==> src/rtl/sts_pkg.sv <==
// ----------------------------------------------------------------------------
// sts_pkg
// Types, token kinds and character helpers for the SQL token scanner.
// ----------------------------------------------------------------------------
`default_nettype none
package sts_pkg;

  // one input beat
  typedef struct packed {
    logic [7:0] char_byte;
    logic       end_of_input;
  } in_t;

  // one result beat
  typedef struct packed {
    logic [5:0]  token_kind;
    logic [31:0] start_offset;
    logic [15:0] token_length;
    logic        last_of_run;
  } out_t;

  typedef enum logic [3:0] {
    M_IDLE, M_PUNCT, M_COMMENT, M_IDENT, M_ZERO, M_INT, M_FRAC,
    M_EXPSIGN, M_EXPDIG, M_STR, M_STRESC, M_DATE, M_INSTR
  } mode_t;

  typedef enum logic [2:0] {
    P_NONE, P_MINUS, P_DOT, P_LT, P_GT, P_BANG
  } pend_t;

  typedef enum logic [1:0] {
    B_OCT, B_DEC, B_HEX
  } base_t;

  // control state of the scanner
  typedef struct packed {
    mode_t      mode;
    pend_t      pend;
    logic       ident_d;
    base_t      base_is;
    base_t      base_has;
    logic       empty;
    logic       flt;
    logic       inv;
    logic [4:0] dstep;
    logic       dt;
  } ctl_t;

  // token kinds
  localparam logic [5:0] K_EOF      = 6'd0;
  localparam logic [5:0] K_ILLEGAL  = 6'd1;
  localparam logic [5:0] K_BADNUM   = 6'd2;
  localparam logic [5:0] K_UNTSTR   = 6'd3;
  localparam logic [5:0] K_BADESC   = 6'd4;
  localparam logic [5:0] K_UNTDATE  = 6'd5;
  localparam logic [5:0] K_BADDATE  = 6'd6;
  localparam logic [5:0] K_IDENT    = 6'd7;
  localparam logic [5:0] K_OCT      = 6'd8;
  localparam logic [5:0] K_DEC      = 6'd9;
  localparam logic [5:0] K_HEX      = 6'd10;
  localparam logic [5:0] K_DFLOAT   = 6'd11;
  localparam logic [5:0] K_HFLOAT   = 6'd12;
  localparam logic [5:0] K_STRING   = 6'd13;
  localparam logic [5:0] K_DATE     = 6'd14;
  localparam logic [5:0] K_DATETIME = 6'd15;
  localparam logic [5:0] K_INSTR    = 6'd16;
  localparam logic [5:0] K_LPAREN   = 6'd17;
  localparam logic [5:0] K_RPAREN   = 6'd18;
  localparam logic [5:0] K_TILDE    = 6'd19;
  localparam logic [5:0] K_PLUS     = 6'd20;
  localparam logic [5:0] K_MINUS    = 6'd21;
  localparam logic [5:0] K_STAR     = 6'd22;
  localparam logic [5:0] K_SLASH    = 6'd23;
  localparam logic [5:0] K_PERCENT  = 6'd24;
  localparam logic [5:0] K_EQ       = 6'd25;
  localparam logic [5:0] K_NE       = 6'd26;
  localparam logic [5:0] K_LT       = 6'd27;
  localparam logic [5:0] K_LE       = 6'd28;
  localparam logic [5:0] K_GT       = 6'd29;
  localparam logic [5:0] K_GE       = 6'd30;
  localparam logic [5:0] K_COMMA    = 6'd31;
  localparam logic [5:0] K_SEMI     = 6'd32;
  localparam logic [5:0] K_DOT      = 6'd33;
  localparam logic [5:0] K_DOTDOT   = 6'd34;

  // date pattern slot classes
  localparam logic [2:0] S_OPTDASH = 3'd0;
  localparam logic [2:0] S_DIGIT   = 3'd1;
  localparam logic [2:0] S_DASH    = 3'd2;
  localparam logic [2:0] S_COLON   = 3'd3;
  localparam logic [2:0] S_SPACE   = 3'd4;
  localparam logic [2:0] S_CLOSE   = 3'd5;
  localparam int DATE_SLOTS  = 21;
  localparam int DATE_SPLIT  = 11;
  localparam logic [4:0] DATE_CLOSE = 5'd20;

  localparam int FIFO_DEPTH = 4;

  function automatic logic [2:0] date_slot(input logic [4:0] idx);
    case (idx)
      5'd0:                             date_slot = S_OPTDASH;
      5'd5, 5'd8:                       date_slot = S_DASH;
      5'd11:                            date_slot = S_SPACE;
      5'd14, 5'd17:                     date_slot = S_COLON;
      5'd1, 5'd2, 5'd3, 5'd4, 5'd6, 5'd7, 5'd9, 5'd10, 5'd12, 5'd13,
      5'd15, 5'd16, 5'd18, 5'd19:       date_slot = S_DIGIT;
      default:                          date_slot = S_CLOSE;
    endcase
  endfunction

  function automatic logic is_dec(input logic [7:0] c);
    is_dec = (c >= "0") && (c <= "9");
  endfunction

  function automatic logic is_oct(input logic [7:0] c);
    is_oct = (c >= "0") && (c <= "7");
  endfunction

  function automatic logic is_alpha(input logic [7:0] c);
    is_alpha = ((c >= "a") && (c <= "z")) || ((c >= "A") && (c <= "Z"));
  endfunction

  function automatic logic is_hex(input logic [7:0] c);
    is_hex = is_dec(c) || ((c >= "a") && (c <= "f")) || ((c >= "A") && (c <= "F"));
  endfunction

endpackage
`default_nettype wire

==> src/rtl/sql_token_scanner.sv <==
// Path: a byte's tokens pass through the input register and then the result queue.
// Throughput: one input beat per cycle while each beat closes at most one
// token and out_ready stays high; the single result port drains one token per cycle from a 4-deep queue.
// Reset (rst_n low, synchronous): scanner idle between tokens, offset zero,
// queue empty.
// ----------------------------------------------------------------------------
// sql_token_scanner
// Byte-serial SQL lexer: input register, one-pass scan logic, result queue.
// ----------------------------------------------------------------------------
`default_nettype none
module sql_token_scanner #(
  parameter int OFFSET_BITS = 32,
  parameter int LENGTH_BITS = 16
) (
  input  wire               clk,
  input  wire               rst_n,
  input  wire               in_valid,
  output logic              in_ready,
  input  wire sts_pkg::in_t in_data,
  output logic              out_valid,
  input  wire               out_ready,
  output sts_pkg::out_t     out_data
);

  sts_pkg::in_t           in_buf_r;
  logic                   in_v_r, in_v_nxt;
  sts_pkg::ctl_t          ctl_r, ctl_nxt;
  logic [OFFSET_BITS-1:0] off_r, off_nxt, start_r, start_nxt;
  logic [LENGTH_BITS-1:0] len_r, len_nxt;
  logic [1:0]             nres, push_n;
  sts_pkg::out_t          res0, res1;
  logic                   room2, fire;

  assign fire     = in_v_r && room2;
  assign in_ready = !in_v_r || fire;
  assign in_v_nxt = (in_valid && in_ready) ? 1'b1 : (fire ? 1'b0 : in_v_r);
  assign push_n   = fire ? nres : 2'd0;

  sts_step #(
    .OFFSET_BITS(OFFSET_BITS),
    .LENGTH_BITS(LENGTH_BITS)
  ) u_step (
    .ctl_i  (ctl_r),
    .off_i  (off_r),
    .start_i(start_r),
    .len_i  (len_r),
    .char_i (in_buf_r.char_byte),
    .eof_i  (in_buf_r.end_of_input),
    .ctl_o  (ctl_nxt),
    .start_o(start_nxt),
    .len_o  (len_nxt),
    .nres_o (nres),
    .res0_o (res0),
    .res1_o (res1)
  );

  // advance the offset on every byte, hold it on end of input
  assign off_nxt = in_buf_r.end_of_input ? off_r : off_r + 1'b1;

  always_ff @(posedge clk) begin
    if (!rst_n) begin
      in_v_r  <= 1'b0;
      ctl_r   <= '{mode: sts_pkg::M_IDLE, pend: sts_pkg::P_NONE,
                   base_is: sts_pkg::B_OCT, base_has: sts_pkg::B_OCT, default: '0};
      off_r   <= '0;
      start_r <= '0;
      len_r   <= '0;
    end else begin
      in_v_r <= in_v_nxt;
      if (fire) begin
        ctl_r   <= ctl_nxt;
        off_r   <= off_nxt;
        start_r <= start_nxt;
        len_r   <= len_nxt;
      end
    end
  end

  // hold the accepted beat
  always_ff @(posedge clk) begin
    if (in_valid && in_ready) in_buf_r <= in_data;
  end

  sts_fifo u_fifo (
    .clk      (clk),
    .rst_n    (rst_n),
    .push_n   (push_n),
    .push0    (res0),
    .push1    (res1),
    .room2    (room2),
    .out_valid(out_valid),
    .out_ready(out_ready),
    .out_data (out_data)
  );

endmodule
`default_nettype wire

==> src/rtl/sts_step.sv <==
// ----------------------------------------------------------------------------
// sts_step
// Next-state and result logic for one source byte or end of input.
// ----------------------------------------------------------------------------
`default_nettype none
module sts_step #(
  parameter int OFFSET_BITS = 32,
  parameter int LENGTH_BITS = 16
) (
  input  wire sts_pkg::ctl_t         ctl_i,
  input  wire [OFFSET_BITS-1:0]      off_i,
  input  wire [OFFSET_BITS-1:0]      start_i,
  input  wire [LENGTH_BITS-1:0]      len_i,
  input  wire [7:0]                  char_i,
  input  wire                        eof_i,
  output sts_pkg::ctl_t              ctl_o,
  output logic [OFFSET_BITS-1:0]     start_o,
  output logic [LENGTH_BITS-1:0]     len_o,
  output logic [1:0]                 nres_o,
  output sts_pkg::out_t              res0_o,
  output sts_pkg::out_t              res1_o
);

  sts_pkg::ctl_t          ctl;
  logic [OFFSET_BITS-1:0] st;
  logic [LENGTH_BITS-1:0] ln;
  logic                   done, grow, em, dig, fnd, skip;
  logic [5:0]             ek;
  logic [4:0]             jf, lim;
  logic [1:0]             n;
  logic [2:0]             cls;
  logic                   mt;
  sts_pkg::base_t         nb_is, nb_has;

  always_comb begin
    ctl   = ctl_i;
    st    = start_i;
    ln    = len_i;
    done  = 1'b0;
    grow  = 1'b0;
    em    = 1'b0;
    ek    = sts_pkg::K_EOF;
    n     = 2'd0;
    fnd   = 1'b0;
    skip  = 1'b0;
    jf    = '0;
    lim   = '0;
    cls   = '0;
    mt    = 1'b0;
    res0_o = '0;
    res1_o = '0;
    dig   = !eof_i && sts_pkg::is_dec(char_i);
    nb_is  = (ctl_i.base_is == sts_pkg::B_OCT) ? sts_pkg::B_DEC : ctl_i.base_is;
    nb_has = (ctl_i.base_has == sts_pkg::B_OCT) ? sts_pkg::B_DEC : ctl_i.base_has;

    // rewrite modes that hand the byte on without a result
    case (ctl.mode)
      sts_pkg::M_PUNCT: begin
        if (ctl.pend == sts_pkg::P_DOT && dig) begin
          ctl.mode = sts_pkg::M_FRAC;
          ctl.pend = sts_pkg::P_NONE;
          ctl.base_is = sts_pkg::B_DEC;
          ctl.base_has = sts_pkg::B_DEC;
          ctl.empty = 1'b1;
          ctl.flt = 1'b1;
        end
      end
      sts_pkg::M_ZERO: begin
        ctl.mode = sts_pkg::M_INT;
        if (!eof_i && (char_i == "x" || char_i == "X")) begin
          grow = 1'b1;
          ctl.empty = 1'b1;
          ctl.base_is = sts_pkg::B_HEX;
          ctl.base_has = sts_pkg::B_HEX;
          done = 1'b1;
        end
      end
      sts_pkg::M_EXPSIGN: begin
        ctl.mode = sts_pkg::M_EXPDIG;
        if (!eof_i && (char_i == "-" || char_i == "+")) begin
          grow = 1'b1;
          done = 1'b1;
        end
      end
      default: ;
    endcase

    // handle the byte in the current token mode
    if (!done) begin
      case (ctl.mode)
        sts_pkg::M_PUNCT: begin
          if (ctl.pend == sts_pkg::P_MINUS) begin
            if (!eof_i && char_i == "-") begin
              ctl.mode = sts_pkg::M_COMMENT;
              ctl.pend = sts_pkg::P_NONE;
              done = 1'b1;
            end else begin
              em = 1'b1; ek = sts_pkg::K_MINUS;
            end
          end else if (ctl.pend == sts_pkg::P_DOT) begin
            if (!eof_i && char_i == ".") begin
              grow = 1'b1; em = 1'b1; ek = sts_pkg::K_DOTDOT; done = 1'b1;
            end else begin
              em = 1'b1; ek = sts_pkg::K_DOT;
            end
          end else if (!eof_i && char_i == "=") begin
            grow = 1'b1; em = 1'b1; done = 1'b1;
            ek = (ctl.pend == sts_pkg::P_LT) ? sts_pkg::K_LE :
                 (ctl.pend == sts_pkg::P_GT) ? sts_pkg::K_GE : sts_pkg::K_NE;
          end else begin
            em = 1'b1;
            ek = (ctl.pend == sts_pkg::P_LT) ? sts_pkg::K_LT :
                 (ctl.pend == sts_pkg::P_GT) ? sts_pkg::K_GT : sts_pkg::K_ILLEGAL;
          end
        end
        sts_pkg::M_COMMENT: begin
          if (eof_i) begin
            ctl.mode = sts_pkg::M_IDLE;
          end else begin
            if (char_i == 8'h0A) ctl.mode = sts_pkg::M_IDLE;
            done = 1'b1;
          end
        end
        sts_pkg::M_IDENT: begin
          if (ctl.ident_d && !eof_i && char_i == "'") begin
            ctl.ident_d = 1'b0;
            grow = 1'b1;
            ctl.mode = sts_pkg::M_DATE;
            ctl.dstep = '0;
            ctl.inv = 1'b0;
            ctl.dt = 1'b0;
            done = 1'b1;
          end else begin
            ctl.ident_d = 1'b0;
            if (!eof_i && (char_i == "_" || sts_pkg::is_alpha(char_i) ||
                           sts_pkg::is_dec(char_i))) begin
              grow = 1'b1; done = 1'b1;
            end else begin
              em = 1'b1; ek = sts_pkg::K_IDENT;
            end
          end
        end
        sts_pkg::M_INT, sts_pkg::M_FRAC, sts_pkg::M_EXPDIG: begin
          if ((ctl.mode == sts_pkg::M_EXPDIG && dig) ||
              (ctl.mode != sts_pkg::M_EXPDIG && ctl.base_is != sts_pkg::B_HEX && dig) ||
              (ctl.mode != sts_pkg::M_EXPDIG && ctl.base_is == sts_pkg::B_HEX &&
               !eof_i && sts_pkg::is_hex(char_i))) begin
            // extend the digit run
            if (ctl.mode == sts_pkg::M_INT && ctl.base_is == sts_pkg::B_OCT &&
                !sts_pkg::is_oct(char_i))
              ctl.base_has = sts_pkg::B_DEC;
            ctl.empty = 1'b0;
            grow = 1'b1;
            done = 1'b1;
          end else if (ctl.mode == sts_pkg::M_INT && !eof_i && char_i == ".") begin
            grow = 1'b1;
            ctl.flt = 1'b1;
            ctl.base_is = nb_is;
            ctl.base_has = nb_has;
            ctl.mode = sts_pkg::M_FRAC;
            done = 1'b1;
          end else if (ctl.mode != sts_pkg::M_EXPDIG && !eof_i &&
                       ((ctl.base_is != sts_pkg::B_HEX && (char_i == "e" || char_i == "E")) ||
                        (ctl.base_is == sts_pkg::B_HEX && (char_i == "p" || char_i == "P")))) begin
            grow = 1'b1;
            ctl.flt = 1'b1;
            ctl.empty = 1'b1;
            ctl.base_is = nb_is;
            ctl.base_has = nb_has;
            ctl.mode = sts_pkg::M_EXPSIGN;
            done = 1'b1;
          end else begin
            // close the number
            em = 1'b1;
            if (ctl.empty || ctl.base_is != ctl.base_has) ek = sts_pkg::K_BADNUM;
            else if (ctl.base_is == sts_pkg::B_OCT) ek = sts_pkg::K_OCT;
            else if (ctl.base_is == sts_pkg::B_DEC)
              ek = ctl.flt ? sts_pkg::K_DFLOAT : sts_pkg::K_DEC;
            else ek = ctl.flt ? sts_pkg::K_HFLOAT : sts_pkg::K_HEX;
          end
        end
        sts_pkg::M_STR: begin
          if (eof_i) begin
            em = 1'b1; ek = sts_pkg::K_UNTSTR;
          end else begin
            grow = 1'b1;
            done = 1'b1;
            if (char_i == "\"") begin
              em = 1'b1; ek = ctl.inv ? sts_pkg::K_BADESC : sts_pkg::K_STRING;
            end else if (char_i == "\\") begin
              ctl.mode = sts_pkg::M_STRESC;
            end
          end
        end
        sts_pkg::M_STRESC: begin
          if (eof_i) begin
            em = 1'b1; ek = sts_pkg::K_UNTSTR;
          end else begin
            if (char_i != "\"" && char_i != "\\" && char_i != "n" && char_i != "t")
              ctl.inv = 1'b1;
            grow = 1'b1;
            ctl.mode = sts_pkg::M_STR;
            done = 1'b1;
          end
        end
        sts_pkg::M_DATE: begin
          // find the first slot from here that takes the byte
          lim = (ctl.dstep <= 5'(sts_pkg::DATE_SPLIT)) ? 5'(sts_pkg::DATE_SPLIT) : 5'd19;
          if (ctl.dstep < sts_pkg::DATE_CLOSE) begin
            for (int j = 0; j < sts_pkg::DATE_SLOTS - 1; j++) begin
              cls = sts_pkg::date_slot(5'(j));
              mt = !eof_i &&
                   (((cls == sts_pkg::S_OPTDASH || cls == sts_pkg::S_DASH) && char_i == "-") ||
                    (cls == sts_pkg::S_DIGIT && sts_pkg::is_dec(char_i)) ||
                    (cls == sts_pkg::S_COLON && char_i == ":") ||
                    (cls == sts_pkg::S_SPACE && char_i == " "));
              if (!fnd && 5'(j) >= ctl.dstep && 5'(j) <= lim) begin
                if (mt) begin
                  fnd = 1'b1;
                  jf = 5'(j);
                end else if (cls == sts_pkg::S_DIGIT || cls == sts_pkg::S_DASH ||
                             cls == sts_pkg::S_COLON) begin
                  skip = 1'b1;
                end
              end
            end
          end
          if (skip) ctl.inv = 1'b1;
          if (fnd) begin
            grow = 1'b1;
            ctl.dstep = jf + 5'd1;
            if (jf == 5'(sts_pkg::DATE_SPLIT)) ctl.dt = 1'b1;
            done = 1'b1;
          end else begin
            ctl.dstep = sts_pkg::DATE_CLOSE;
            if (!eof_i && char_i == "'") begin
              grow = 1'b1; em = 1'b1; done = 1'b1;
              ek = ctl.inv ? sts_pkg::K_BADDATE :
                   (ctl.dt ? sts_pkg::K_DATETIME : sts_pkg::K_DATE);
            end else begin
              em = 1'b1; ek = sts_pkg::K_UNTDATE;
            end
          end
        end
        sts_pkg::M_INSTR: begin
          if (eof_i || char_i == ";") begin
            em = 1'b1; ek = sts_pkg::K_INSTR;
          end else begin
            grow = 1'b1; done = 1'b1;
          end
        end
        default: ctl.mode = sts_pkg::M_IDLE;
      endcase
    end

    // grow the length, saturating
    if (grow && ln != {LENGTH_BITS{1'b1}}) ln = ln + 1'b1;

    // report the token closed in this mode
    if (em) begin
      res0_o = '{token_kind: ek, start_offset: 32'(st), token_length: 16'(ln),
                 last_of_run: 1'b0};
      n = 2'd1;
      ctl.mode = sts_pkg::M_IDLE;
      ctl.pend = sts_pkg::P_NONE;
      ctl.ident_d = 1'b0;
    end

    // scan the byte again from idle
    em = 1'b0;
    if (!done) begin
      ctl.mode = sts_pkg::M_IDLE;
      if (eof_i) begin
        st = off_i; ln = '0; em = 1'b1; ek = sts_pkg::K_EOF;
      end else begin
        case (char_i)
          8'h20, 8'h09, 8'h0B, 8'h0C, 8'h0A, 8'h0D: ;
          default: begin
            st = off_i;
            ln = LENGTH_BITS'(1);
            case (char_i)
              "(": begin em = 1'b1; ek = sts_pkg::K_LPAREN;  end
              ")": begin em = 1'b1; ek = sts_pkg::K_RPAREN;  end
              "~": begin em = 1'b1; ek = sts_pkg::K_TILDE;   end
              "+": begin em = 1'b1; ek = sts_pkg::K_PLUS;    end
              "*": begin em = 1'b1; ek = sts_pkg::K_STAR;    end
              "/": begin em = 1'b1; ek = sts_pkg::K_SLASH;   end
              "%": begin em = 1'b1; ek = sts_pkg::K_PERCENT; end
              "=": begin em = 1'b1; ek = sts_pkg::K_EQ;      end
              ",": begin em = 1'b1; ek = sts_pkg::K_COMMA;   end
              ";": begin em = 1'b1; ek = sts_pkg::K_SEMI;    end
              "-": begin ctl.mode = sts_pkg::M_PUNCT; ctl.pend = sts_pkg::P_MINUS; end
              "<": begin ctl.mode = sts_pkg::M_PUNCT; ctl.pend = sts_pkg::P_LT;    end
              ">": begin ctl.mode = sts_pkg::M_PUNCT; ctl.pend = sts_pkg::P_GT;    end
              "!": begin ctl.mode = sts_pkg::M_PUNCT; ctl.pend = sts_pkg::P_BANG;  end
              ".": begin ctl.mode = sts_pkg::M_PUNCT; ctl.pend = sts_pkg::P_DOT;   end
              "\"": begin ctl.mode = sts_pkg::M_STR; ctl.inv = 1'b0; end
              "\\": ctl.mode = sts_pkg::M_INSTR;
              "0": begin
                ctl.mode = sts_pkg::M_ZERO;
                ctl.base_is = sts_pkg::B_OCT; ctl.base_has = sts_pkg::B_OCT;
                ctl.empty = 1'b0; ctl.flt = 1'b0;
              end
              default: begin
                if (sts_pkg::is_dec(char_i)) begin
                  ctl.mode = sts_pkg::M_INT;
                  ctl.base_is = sts_pkg::B_DEC; ctl.base_has = sts_pkg::B_DEC;
                  ctl.empty = 1'b0; ctl.flt = 1'b0;
                end else if (char_i == "_" || sts_pkg::is_alpha(char_i)) begin
                  ctl.mode = sts_pkg::M_IDENT;
                  ctl.ident_d = (char_i == "d");
                end else begin
                  em = 1'b1; ek = sts_pkg::K_ILLEGAL;
                end
              end
            endcase
          end
        endcase
      end
    end

    if (em) begin
      if (n == 2'd0)
        res0_o = '{token_kind: ek, start_offset: 32'(st), token_length: 16'(ln),
                   last_of_run: 1'b0};
      else
        res1_o = '{token_kind: ek, start_offset: 32'(st), token_length: 16'(ln),
                   last_of_run: 1'b0};
      n = n + 2'd1;
      ctl.mode = sts_pkg::M_IDLE;
      ctl.pend = sts_pkg::P_NONE;
      ctl.ident_d = 1'b0;
    end

    // mark the last result of this beat
    if (n == 2'd1) res0_o.last_of_run = 1'b1;
    if (n == 2'd2) res1_o.last_of_run = 1'b1;

    ctl_o   = ctl;
    start_o = st;
    len_o   = ln;
    nres_o  = n;
  end

endmodule
`default_nettype wire

==> src/rtl/sts_fifo.sv <==
// ----------------------------------------------------------------------------
// sts_fifo
// Result queue: takes up to two results a cycle, hands out one a cycle while out_ready is high.
// ----------------------------------------------------------------------------
`default_nettype none
module sts_fifo (
  input  wire                clk,
  input  wire                rst_n,
  input  wire [1:0]          push_n,
  input  wire sts_pkg::out_t push0,
  input  wire sts_pkg::out_t push1,
  output logic               room2,
  output logic               out_valid,
  input  wire                out_ready,
  output sts_pkg::out_t      out_data
);

  sts_pkg::out_t mem_r [sts_pkg::FIFO_DEPTH];
  logic [1:0] head_r, head_nxt, tail_r, tail_nxt;
  logic [2:0] cnt_r, cnt_nxt;
  logic       pop;

  assign out_valid = (cnt_r != 3'd0);
  assign out_data  = mem_r[head_r];
  assign room2     = (cnt_r <= 3'd2);
  assign pop       = out_valid && out_ready;

  // advance pointers and count
  always_comb begin
    head_nxt = head_r + {1'b0, pop};
    tail_nxt = tail_r + push_n;
    cnt_nxt  = cnt_r + {1'b0, push_n} - {2'b0, pop};
  end

  always_ff @(posedge clk) begin
    if (!rst_n) begin
      head_r <= '0;
      tail_r <= '0;
      cnt_r  <= '0;
    end else begin
      head_r <= head_nxt;
      tail_r <= tail_nxt;
      cnt_r  <= cnt_nxt;
    end
  end

  // write pushed beats
  always_ff @(posedge clk) begin
    if (push_n != 2'd0) mem_r[tail_r] <= push0;
    if (push_n == 2'd2) mem_r[tail_r + 2'd1] <= push1;
  end

endmodule
`default_nettype wire
==> config.mk <==
export PLATFORM = sky130hd
export DESIGN_NAME = sql_token_scanner
export DESIGN_NICKNAME = d
export VERILOG_FILES = /design/src/rtl/sts_pkg.sv /design/src/rtl/sql_token_scanner.sv /design/src/rtl/sts_step.sv /design/src/rtl/sts_fifo.sv
export SDC_FILE = /design/constraint.sdc
export NUM_CORES = 1
export LEC_CHECK = 0
export BUFFER_PORTS_ARGS = -buffer_cell sky130_fd_sc_hd__buf_2
export CORE_MARGIN = 1
export CORE_UTILIZATION = 25
export CTS_BUF_LIST = sky130_fd_sc_hd__clkbuf_4
export DETAILED_ROUTE_END_ITERATION = 10
export PLACE_DENSITY_LB_ADDON = 0.25
export SYNTH_ARGS = -nofsm -noshare
export SYNTH_HDL_FRONTEND = slang
export SYNTH_SLANG_ARGS = --single-unit
==> constraint.sdc <==
create_clock -name clk -period 7.9 [get_ports clk]
set_input_delay 1.58 -clock clk [delete_from_list [all_inputs] [get_ports clk]]
set_output_delay 1.58 -clock clk [all_outputs]
set_load 0.01 [all_outputs]
==> impl.org, run 1 <==
** Run status
- Outcome :: complete, no violations

** Synthesis
- The synthesized design contains between 200 and 250 enable-type register cells.
- In the synthesized netlist the dominant register cell turns out to be sky130_fd_sc_hd__edfxtp_1.
- Synthesis produced a netlist whose cell count is approximately 1,800.
- sky130_fd_sc_hd__edfxtp_1 takes more of the synthesized area than any other cell.
- Post-Syn Area per Cell :: roughly 10 µm²
- The number of nets handed over by synthesis was 1,865.
- Synthesis instantiated 94 different standard cells from the library.
- Sequential cell area fraction in the yosys report :: 50.4%
- Synth warn :: 0
- Counting flops with an async set or reset pin after synthesis yields a share of 0%.
- Top cell type's share of synthesized area :: 38.2%
- After synthesis the netlist holds a flip-flop and latch count of 338.
- Leading cell types by total area after synthesis :: sky130_fd_sc_hd__edfxtp_1 (38%), sky130_fd_sc_hd__dfxtp_1 (12%), sky130_fd_sc_hd__nand2_1 (7.3%)
- Synthesized area :: roughly 18,000 µm²

** Worst setup path
- CP most frequent cell :: sky130_fd_sc_hd__nand2_1
- Endpoint class of the critical path :: flip-flop
- Worst stage delay on the critical path :: about 0.9 ns
- The largest individual stage delay along the critical path comes from the cell sky130_fd_sc_hd__edfxtp_1.
- Data on the critical path is required at its endpoint by around 8.5 ns.
- Walking the worst path, the cells encountered are o2111ai_1 > a32oi_1 > a2bb2oi_1 > and4_1 > a21o_1 > a21oi_2 > inv_2 > ha_1 > nand2_1 > or4_1 > nand2_1 > nand2b_2 > o21ai_0.
- Arrival time of data at the critical path endpoint :: 7.31 ns
- The number of buffers and inverters on the critical path is 1.
- Startpoint kind of the worst setup timing path :: flip-flop
- Largest fanout on the critical path :: 35
- Category of the critical setup timing path :: reg -> reg
- Category of cells accounting for the largest share of critical-path delay :: simple AND/OR/NAND/NOR gates

** Detailed routing
- Detailed routing inserted a total of 14,900 vias.
- The detailed router finished its first iteration with between 1,000 and 1,500 violations.
- Residual antenna-violating net count after detailed routing :: 0
- In the final routed layout, each cell accounts on average for just over 20 µm.
- The first TritonRoute pass finished after 6 iterations.
- Number of remaining DRC errors :: 0
- After detailed routing, the number of vias per cell comes to just over 5.
- Summed over all layers, the routed wires come to between 50 and 60 mm.

** Job
- Across the run, the number of max-cap violations was 0.

** Global route
- Total gr overflow :: 0
- Wire length of the first global-routing pass :: 89.6 mm
- In the global route stage, overall resource usage came out at 16.0%.
- Entering global routing, the biggest net connects 65 pins.
- The number of antenna violations at the first check in global routing is 3.
- Via count of the first global-routing pass :: 14,700

** STA
- Final setup slack of the worst path :: around 1.2 ns
- Timing-limited maximum frequency :: 0.150 GHz
- Final hold analysis gives a worst-case slack of 0.476 ns.
- At the pin with the least slew margin, the transition time is approximately 1.2 ns.
- Setup repair after global routing left no endpoint under its margin.
- The routed design could run at a clock period as short as around 6.7 ns.
- Post-route clock skew :: around 0.073 ns
- Aggregate negative setup slack :: 0 ns
- Slew Limit Headroom :: between 10% and 20%
- The hold violation count in the final report is 0.
- Setup violations remaining at the end of the flow were counted as 0.
- The worst path uses 84.5% of the clock period.
- Slew Limit Fails :: 0

** CTS
- Clock-pin slew was measured on the worst setup and hold paths at around 0.07 ns.
- Number of buffers created by CTS :: 93
- At the later pin of the worst-skew pair, clock insertion delay measures roughly 0.84 ns.
- Clock tree from TritonCTS :: done
- The clock passes through at most 3 buffers.
- In this run the post-CTS setup repair buffer count came out at 0.
- Total clock sinks :: approximately 340
- In this run the clock root is driven by a sky130_fd_sc_hd__clkbuf_4.
- The number of hold buffers added after CTS was 0.
- The H-tree generated during clock tree synthesis spans 3 levels.
- Post-CTS repair changed the size of 0 cells.

** Pwr
- The share of total power dissipated in sequential elements is roughly 46%.
- Part of the total power dissipated in combinational logic :: between 10% and 20%
- In this run, the clock network consumes between 30% and 40% of the power.
- Power spread over the standard cell area amounts to 216 nW/µm².
- Summed over all nets, the switching power comes to 1310 µW.
- VDD sags by at most slightly below 100 µV.
- Internal power comes to ~3100 µW.
- Of the total power, the share spent switching nets is around 30%.
- Static leakage :: 0.00664 µW

** Final layout
- Leading cell types in the layout, fill and taps excluded :: sky130_fd_sc_hd__nand2_1 (349), sky130_fd_sc_hd__edfxtp_1 (229), sky130_fd_sc_hd__nor2_1 (164)
- In the final layout, the share of cells above drive strength 1 is about 18%.
- Net count of the finished layout :: about 1,900
- Count of fill cells added during filler insertion :: ~7,500
- The library cell used most frequently in the layout, excluding fill and tap cells, is sky130_fd_sc_hd__nand2_1.
- The area growth from synthesis to layout is 13.9%.
- Post-Route Utilization :: 29.0%
- Count of non-filler cells in the finished layout :: between 2,000 and 3,000

** Placement
- Number of instances in the placed design :: 2,757
- Summed over all nets, the half-perimeter wirelength after detailed placement is between 30 and 40 mm.
- Input and output buffers added on the ports amount to approximately 70.
- DP Worst Slack :: around 1.2 ns
- Routability-driven placement finished with a final weighted congestion of 0.883.

** Die
- For this configuration, the core starts out at a cell density of 25.5%.
- Core area :: between 70,000 and 80,000 µm²
- The die covers 73,000 µm².
- The floorplan has 97 rows.
- During I/O placement, the number of pins put on the boundary was 70.
- Vertical die dimension :: about 270 µm
- X dimension of the die :: about 270 µm

** Hold path
- The worst hold path belongs to the class reg -> reg.
==> final timing paths <==
check                             endpoint                   start  cells after the start  slack [ns]
max          u_fifo.mem_r[1][17]$_DFFE_PP_   in_buf_r[2]$_DFFE_PP_                     13        1.22
min reg2reg       start_r[26]$_SDFFE_PN0P_  off_r[26]$_SDFFE_PN0P_                      2        0.48
min               start_r[26]$_SDFFE_PN0P_  off_r[26]$_SDFFE_PN0P_                      2        0.48
max reg2reg  u_fifo.mem_r[1][17]$_DFFE_PP_   in_buf_r[2]$_DFFE_PP_                     13        1.22
==> metrics by stage <==
stage               cell area, µm²  total power [µW]
CTS                          20500              4520
floorplan                    18000              2550
detailed placement           19300              2890
finish                       20500              4430
global route                 20500              4660
global placement             19300              2890
==> routing by layer <==
layer | GRT usage, % | wire length [µm] | vias up
met5 | 0 | 0 | -
met4 | 5.28 | 1500 | 0
met1 | 20.9 | 25900 | 7273
met3 | 3.05 | 3500 | 118
li1 | - | - | 6973
met2 | 26.4 | 28100 | 540
==> Yosys cell counts, types with 4 or more instances <==
cell	number
sky130_fd_sc_hd__a211oi_1	12
sky130_fd_sc_hd__a21o_1	5
sky130_fd_sc_hd__a21oi_1	108
sky130_fd_sc_hd__a22oi_1	6
sky130_fd_sc_hd__a31o_2	4
sky130_fd_sc_hd__a31oi_1	25
sky130_fd_sc_hd__a32oi_1	8
sky130_fd_sc_hd__a41oi_1	7
sky130_fd_sc_hd__and2_1	16
sky130_fd_sc_hd__and3_1	20
sky130_fd_sc_hd__and4_1	5
sky130_fd_sc_hd__buf_1	16
sky130_fd_sc_hd__buf_2	34
sky130_fd_sc_hd__clkbuf_1	66
sky130_fd_sc_hd__dfxtp_1	109
sky130_fd_sc_hd__edfxtp_1	229
sky130_fd_sc_hd__ha_1	11
sky130_fd_sc_hd__inv_1	20
sky130_fd_sc_hd__mux2i_1	12
sky130_fd_sc_hd__mux4_2	55
sky130_fd_sc_hd__nand2_1	349
sky130_fd_sc_hd__nand2b_1	26
sky130_fd_sc_hd__nand3_1	38
sky130_fd_sc_hd__nand3b_1	5
sky130_fd_sc_hd__nand4_1	22
sky130_fd_sc_hd__nand4bb_1	4
sky130_fd_sc_hd__nor2_1	169
sky130_fd_sc_hd__nor2b_1	14
sky130_fd_sc_hd__nor3_1	41
sky130_fd_sc_hd__nor3b_1	6
sky130_fd_sc_hd__nor4_1	10
sky130_fd_sc_hd__o211ai_1	7
sky130_fd_sc_hd__o21ai_0	158
sky130_fd_sc_hd__o21ai_1	33
sky130_fd_sc_hd__o22ai_1	7
sky130_fd_sc_hd__o31a_1	4
sky130_fd_sc_hd__o31ai_1	4
sky130_fd_sc_hd__or2_2	9
sky130_fd_sc_hd__or3_1	17
sky130_fd_sc_hd__or4_1	9
sky130_fd_sc_hd__xnor2_1	21
sky130_fd_sc_hd__xor2_1	33
==> kinds of logic after synthesis <==
logic type,synth area share (%)
AND/OR/NAND/NOR,20.5
multiplexers,7.76
flip-flops,50.4
buffers and inverters,3.36
AO/OA/AOI/OAI,14.6
XOR/XNOR,2.63
adder cells (fa/ha/maj),0.876
==> worst min-delay path, cell delays in order, from the launching register on <==
cell and delay (ns):
sky130_fd_sc_hd__dfxtp_1 0.34, sky130_fd_sc_hd__nand2_1 0.07, sky130_fd_sc_hd__a21oi_1 0.05
==> area by class of cell <==
cell class / instances / area [µm²] / share of cell area (%)
Sequential cell: 338 / 9060 / 44.2
Multi-Input combinational cell: 1358 / 8380 / 40.9
Clock inverter: 24 / 115 / 0.562
Timing Repair Buffer: 98 / 563 / 2.75
Inverter: 23 / 86.3 / 0.421
Antenna cell: 4 / 10.0 / 0.0489
Tap cell: 940 / 1180 / 5.74
Clock buffer: 145 / 1090 / 5.31
==> power groups by stage <==
stage / registers [µW] / logic, µW / clock network (µW)
floorplan: 2010 / 537 / 0
global placement: 2070 / 818 / 0
detailed placement: 2080 / 815 / 0
CTS: 2040 / 818 / 1660
global route: 2050 / 862 / 1750
finish: 2040 / 788 / 1610
==> sequential cells by signal, indices dropped and copies added, names as in the netlist <==
register / flops
ctl_r: 21
in_buf_r: 9
in_v_r: 1
len_r: 16
off_r: 32
start_r: 32
u_fifo.cnt_r: 3
u_fifo.head_r: 2
u_fifo.mem_r: 220
u_fifo.tail_r: 2
Note: power is estimated with default switching activity, not from simulation.
==> inputs of run 2 (changes only) <==
- clock period: 7.9 -> 6.1 ns (I/O delays scaled with it)
==> impl.org, run 2 (synthesized netlist as in run 1, its figures left out) <==
** Global route
- The met1 track utilization from global routing came to 19.9% (-1.0 points).
- Grt met3 use :: 3.23% (+0.18 points)
- The met2 track utilization from global routing came to 26.3% (-0.12 points).
- Busiest metal layer after global routing :: met2
- Via count of the first global-routing pass :: 15,000 (+1.9%)
- Total gr overflow :: 0 (unchanged)
- The largest net degree at the start of global routing came to 65 (unchanged).
- The global-route wire length before repair came to 89.5 mm (-0.20%).
- Antenna violations before repair :: 3 (unchanged)
- Overall routing resource usage :: 15.7% (-0.24 points)

** Worst setup path
- The cell family contributing the most delay on the critical path is simple AND/OR/NAND/NOR gates.
- By instance count, the cell type seen most on the critical path is sky130_fd_sc_hd__nand2_1.
- Worst-path cell with the longest stage delay :: sky130_fd_sc_hd__edfxtp_1
- Endpoint of the lowest-slack register-to-register path :: u_fifo.mem_r[2][23]$_DFFE_PP_
- The data required time of the critical path was 6.68 ns (-1.85 ns).
- CP bufs+invs :: 3 (+2)
- The setup path with the least slack is of type reg -> reg.
- The register-to-register setup slack was 0.55 ns (-0.68 ns).
- CP Launch Point :: in_buf_r[4]$_DFFE_PP_
- The number of logic stages on the critical path including buffering is 16 (+3).
- The most critical setup path has its endpoint at u_fifo.mem_r[2][23]$_DFFE_PP_.
- Walking the worst path, the cells encountered are and4b_1 > and3_1 > a2bb2oi_1 > and4_1 > a21o_1 > a21oi_2 > inv_2 > ha_1 > nor2_1 > nand2_1 > or2_2 > nand2_1 > buf_4 > nand2_1 > buf_4 > o21ai_0.
- Startpoint of the worst-slack reg-to-reg timing path :: in_buf_r[4]$_DFFE_PP_
- STA classifies the critical path startpoint as a flip-flop.
- Endpoint class of the critical path :: flip-flop
- The maximum single-stage delay on the critical path was 1.02 ns (+0.10 ns).
- Largest fanout on the critical path :: 32 (-8.6%)
- The data arrival time of the critical path was 6.14 ns (-1.17 ns).
- Depth of the worst register-to-register path :: 16 (+3)

** Run status
- The run finished with clean final reports.

** Pwr
- The power density over the cells was 280 nW/µm² (+29%).
- Design Power :: 5780 µW (+30%)
- The leakage power total came to 0.00673 µW (+1.4%).
- Worst vdd rail ir drop :: 210 µV (+120%)

** Hold path
- Worst hold path type :: reg -> reg

** CTS
- Count of cells resized by post-cts repair :: 0 (unchanged)
- CTS Hold Bufs :: 0 (unchanged)
- TritonCTS built the clock tree.
- The insertion delay of the later-clocked pin in the worst-skew pair came to 0.83 ns (about the same).
- The buffer levels on the longest clock path came to 3 (unchanged).
- Post-CTS setup buffer count :: 0 (unchanged)
- Clock transition at path regs :: 0.06 ns (about the same)
- CTS HTree Levels :: 3 (unchanged)
- Root buf cell :: sky130_fd_sc_hd__clkbuf_4
- The total clock buffers created by CTS is 95 (+2.2%).
- The number of sinks handled by clock tree synthesis is 338 (unchanged).

** Final layout
- Biggest registers after layout :: u_fifo.mem_r (220), off_r (32), start_r (32)
- Flip-flop count of the largest register, all copies and words added :: 220 (unchanged)
- Fraction of final layout cells with drive strength greater than 1 :: 18.8% (+0.59 points)
- More flip-flops sit in one register than any other, and that register is u_fifo.mem_r.
- In the layout the commonest cells are sky130_fd_sc_hd__nand2_1 (348), sky130_fd_sc_hd__edfxtp_1 (229), sky130_fd_sc_hd__nor2_1 (164).
- From synthesis to final layout, the design area changed by 14.8%.
- Count of fill cells added during filler insertion :: 7,502 (+0.50%)
- Cell area after layout :: 20,700 µm² (+0.84%)
- The final net count is 1,953 (+0.83%).
- The library cell used most frequently in the layout, excluding fill and tap cells, is sky130_fd_sc_hd__nand2_1.

** Detailed routing
- The number of DRC violations after detailed routing is 0 (unchanged).
- The mean number of vias per cell came to 5.04 (-0.88%).
- Drt first pass iters :: 5 (-1)
- Violation count after the first detailed-routing iteration :: 1,266 (+4.4%)
- The total vias in the final route came to 14,900 (-0.24%).
- Total length of routed wires :: 58.3 mm (-1.1%)
- Average wire length per cell after detail routing :: 19.8 µm (-1.8%)
- The count of antenna-violating nets left after detailed routing came to 0 (unchanged).

** Die
- Initial Utilization :: 25.5% (unchanged)
- Vertical die dimension :: 270 µm (unchanged)
- The area of the core came to 70,600 µm² (unchanged).
- The die area came to 73,000 µm² (unchanged).
- The width of the chip was 270 µm (unchanged).
- The number of ports placed on the die boundary is 70 (unchanged).
- The row count was 97 (unchanged).

** Placement
- Buffers added on ports :: 69 (unchanged)
- The placer congestion estimate was 0.921 (+4.3%).
- HPWL after detailed placement :: 37.9 mm (+0.76%)
- DP Worst Slack :: 0.709 ns (-0.514 ns)
- Post-detailed-placement cell area :: 19,400 µm² (+0.64%)

** STA
- The hold violation count in the final report was 0 (unchanged).
- Shortest period the worst path allows :: 5.55 ns (-1.12 ns)
- Worst Hold Slack :: 0.489 ns (+0.0124 ns)
- The count of final setup violators came to 0 (unchanged).
- The post-layout worst setup margin was 0.545 ns (-0.679 ns).
- The relative slew slack is 32.2% (+12 points).
- Post-route clock skew :: 0.0955 ns (+0.0228 ns)
- Setup repair after global routing left no endpoint under its margin.
- Final period util :: 91.1% (+6.6 points)
- Aggregate negative setup slack :: 0 ns (unchanged)
- Timing-limited maximum frequency :: 0.180 GHz (+20%)
- The transition time at the pin with the least slew margin came to 1.02 ns (-0.180 ns).
- Slew Limit Fails :: 0 (unchanged)

** Job
- The number of violations of the max-capacitance limit was 0 (unchanged).
run 2: tightest hold or removal path, stage by stage (launching register included):
cell and delay [ns]:
sky130_fd_sc_hd__dfxtp_1 0.33, sky130_fd_sc_hd__nand2_1 0.06, sky130_fd_sc_hd__a21oi_1 0.05
run 2: worst min path at each step:
stage | slack [ns] | startpoint | endpoint | cells after the start
6_report | 0.49 | ctl_r[8]$_SDFFE_PN0P_ | ctl_r[8]$_SDFFE_PN0P_ | 2
5_1_grt | 0.45 | in_data[1] | in_buf_r[1]$_DFFE_PP_ | 1
4_1_cts | 0.42 | in_data[3] | in_buf_r[3]$_DFFE_PP_ | 1
3_5_place_dp | 0.48 | ctl_r[0]$_SDFFE_PN0P_ | ctl_r[0]$_SDFFE_PN0P_ | 2
3_3_place_gp | 0.48 | off_r[31]$_SDFFE_PN0P_ | start_r[31]$_SDFFE_PN0P_ | 2
2_1_floorplan | 0.45 | ctl_r[8]$_SDFFE_PN0P_ | ctl_r[8]$_SDFFE_PN0P_ | 2
run 2: layer usage:
| metal | routed length (µm) | vias to the layer above | part of all wire (%) |
|---|---|---|---|
| li1 | - | 6989 | - |
| met1 | 25100 | 7256 | 43 |
| met2 | 28000 | 497 | 48 |
| met3 | 3510 | 124 | 6.0 |
| met4 | 1730 | 2 | 3.0 |
| met5 | 18 | - | 0.031 |
run 2: power breakdown:
group | leakage, µW | internal [µW] | switching (µW) | total, µW
Clock | 0.000745 | 1130 | 987 | 2120
Combinational | 0.00303 | 435 | 563 | 998
Sequential | 0.00296 | 2530 | 137 | 2670
run 2: through the flow:
step                      utilization [%]  instances
after floorplan                         -       1840
after global placement               27.5       2771
after detailed placement             27.5       2771
after CTS                            29.2       2943
after global routing                 29.2       2949
final                                29.2       2949
run 2: layout make-up:
cell class / instances / area [µm²] / share of cell area, %
well taps: 940 / 1180 / 5.69
clock buffers: 145 / 1090 / 5.27
multi-input cells: 1358 / 8390 / 40.6
diodes: 6 / 15.0 / 0.0727
repair buffers: 112 / 681 / 3.29
clock inverters: 27 / 159 / 0.769
flip-flops and latches: 338 / 9060 / 43.9
inverters: 23 / 86.3 / 0.418
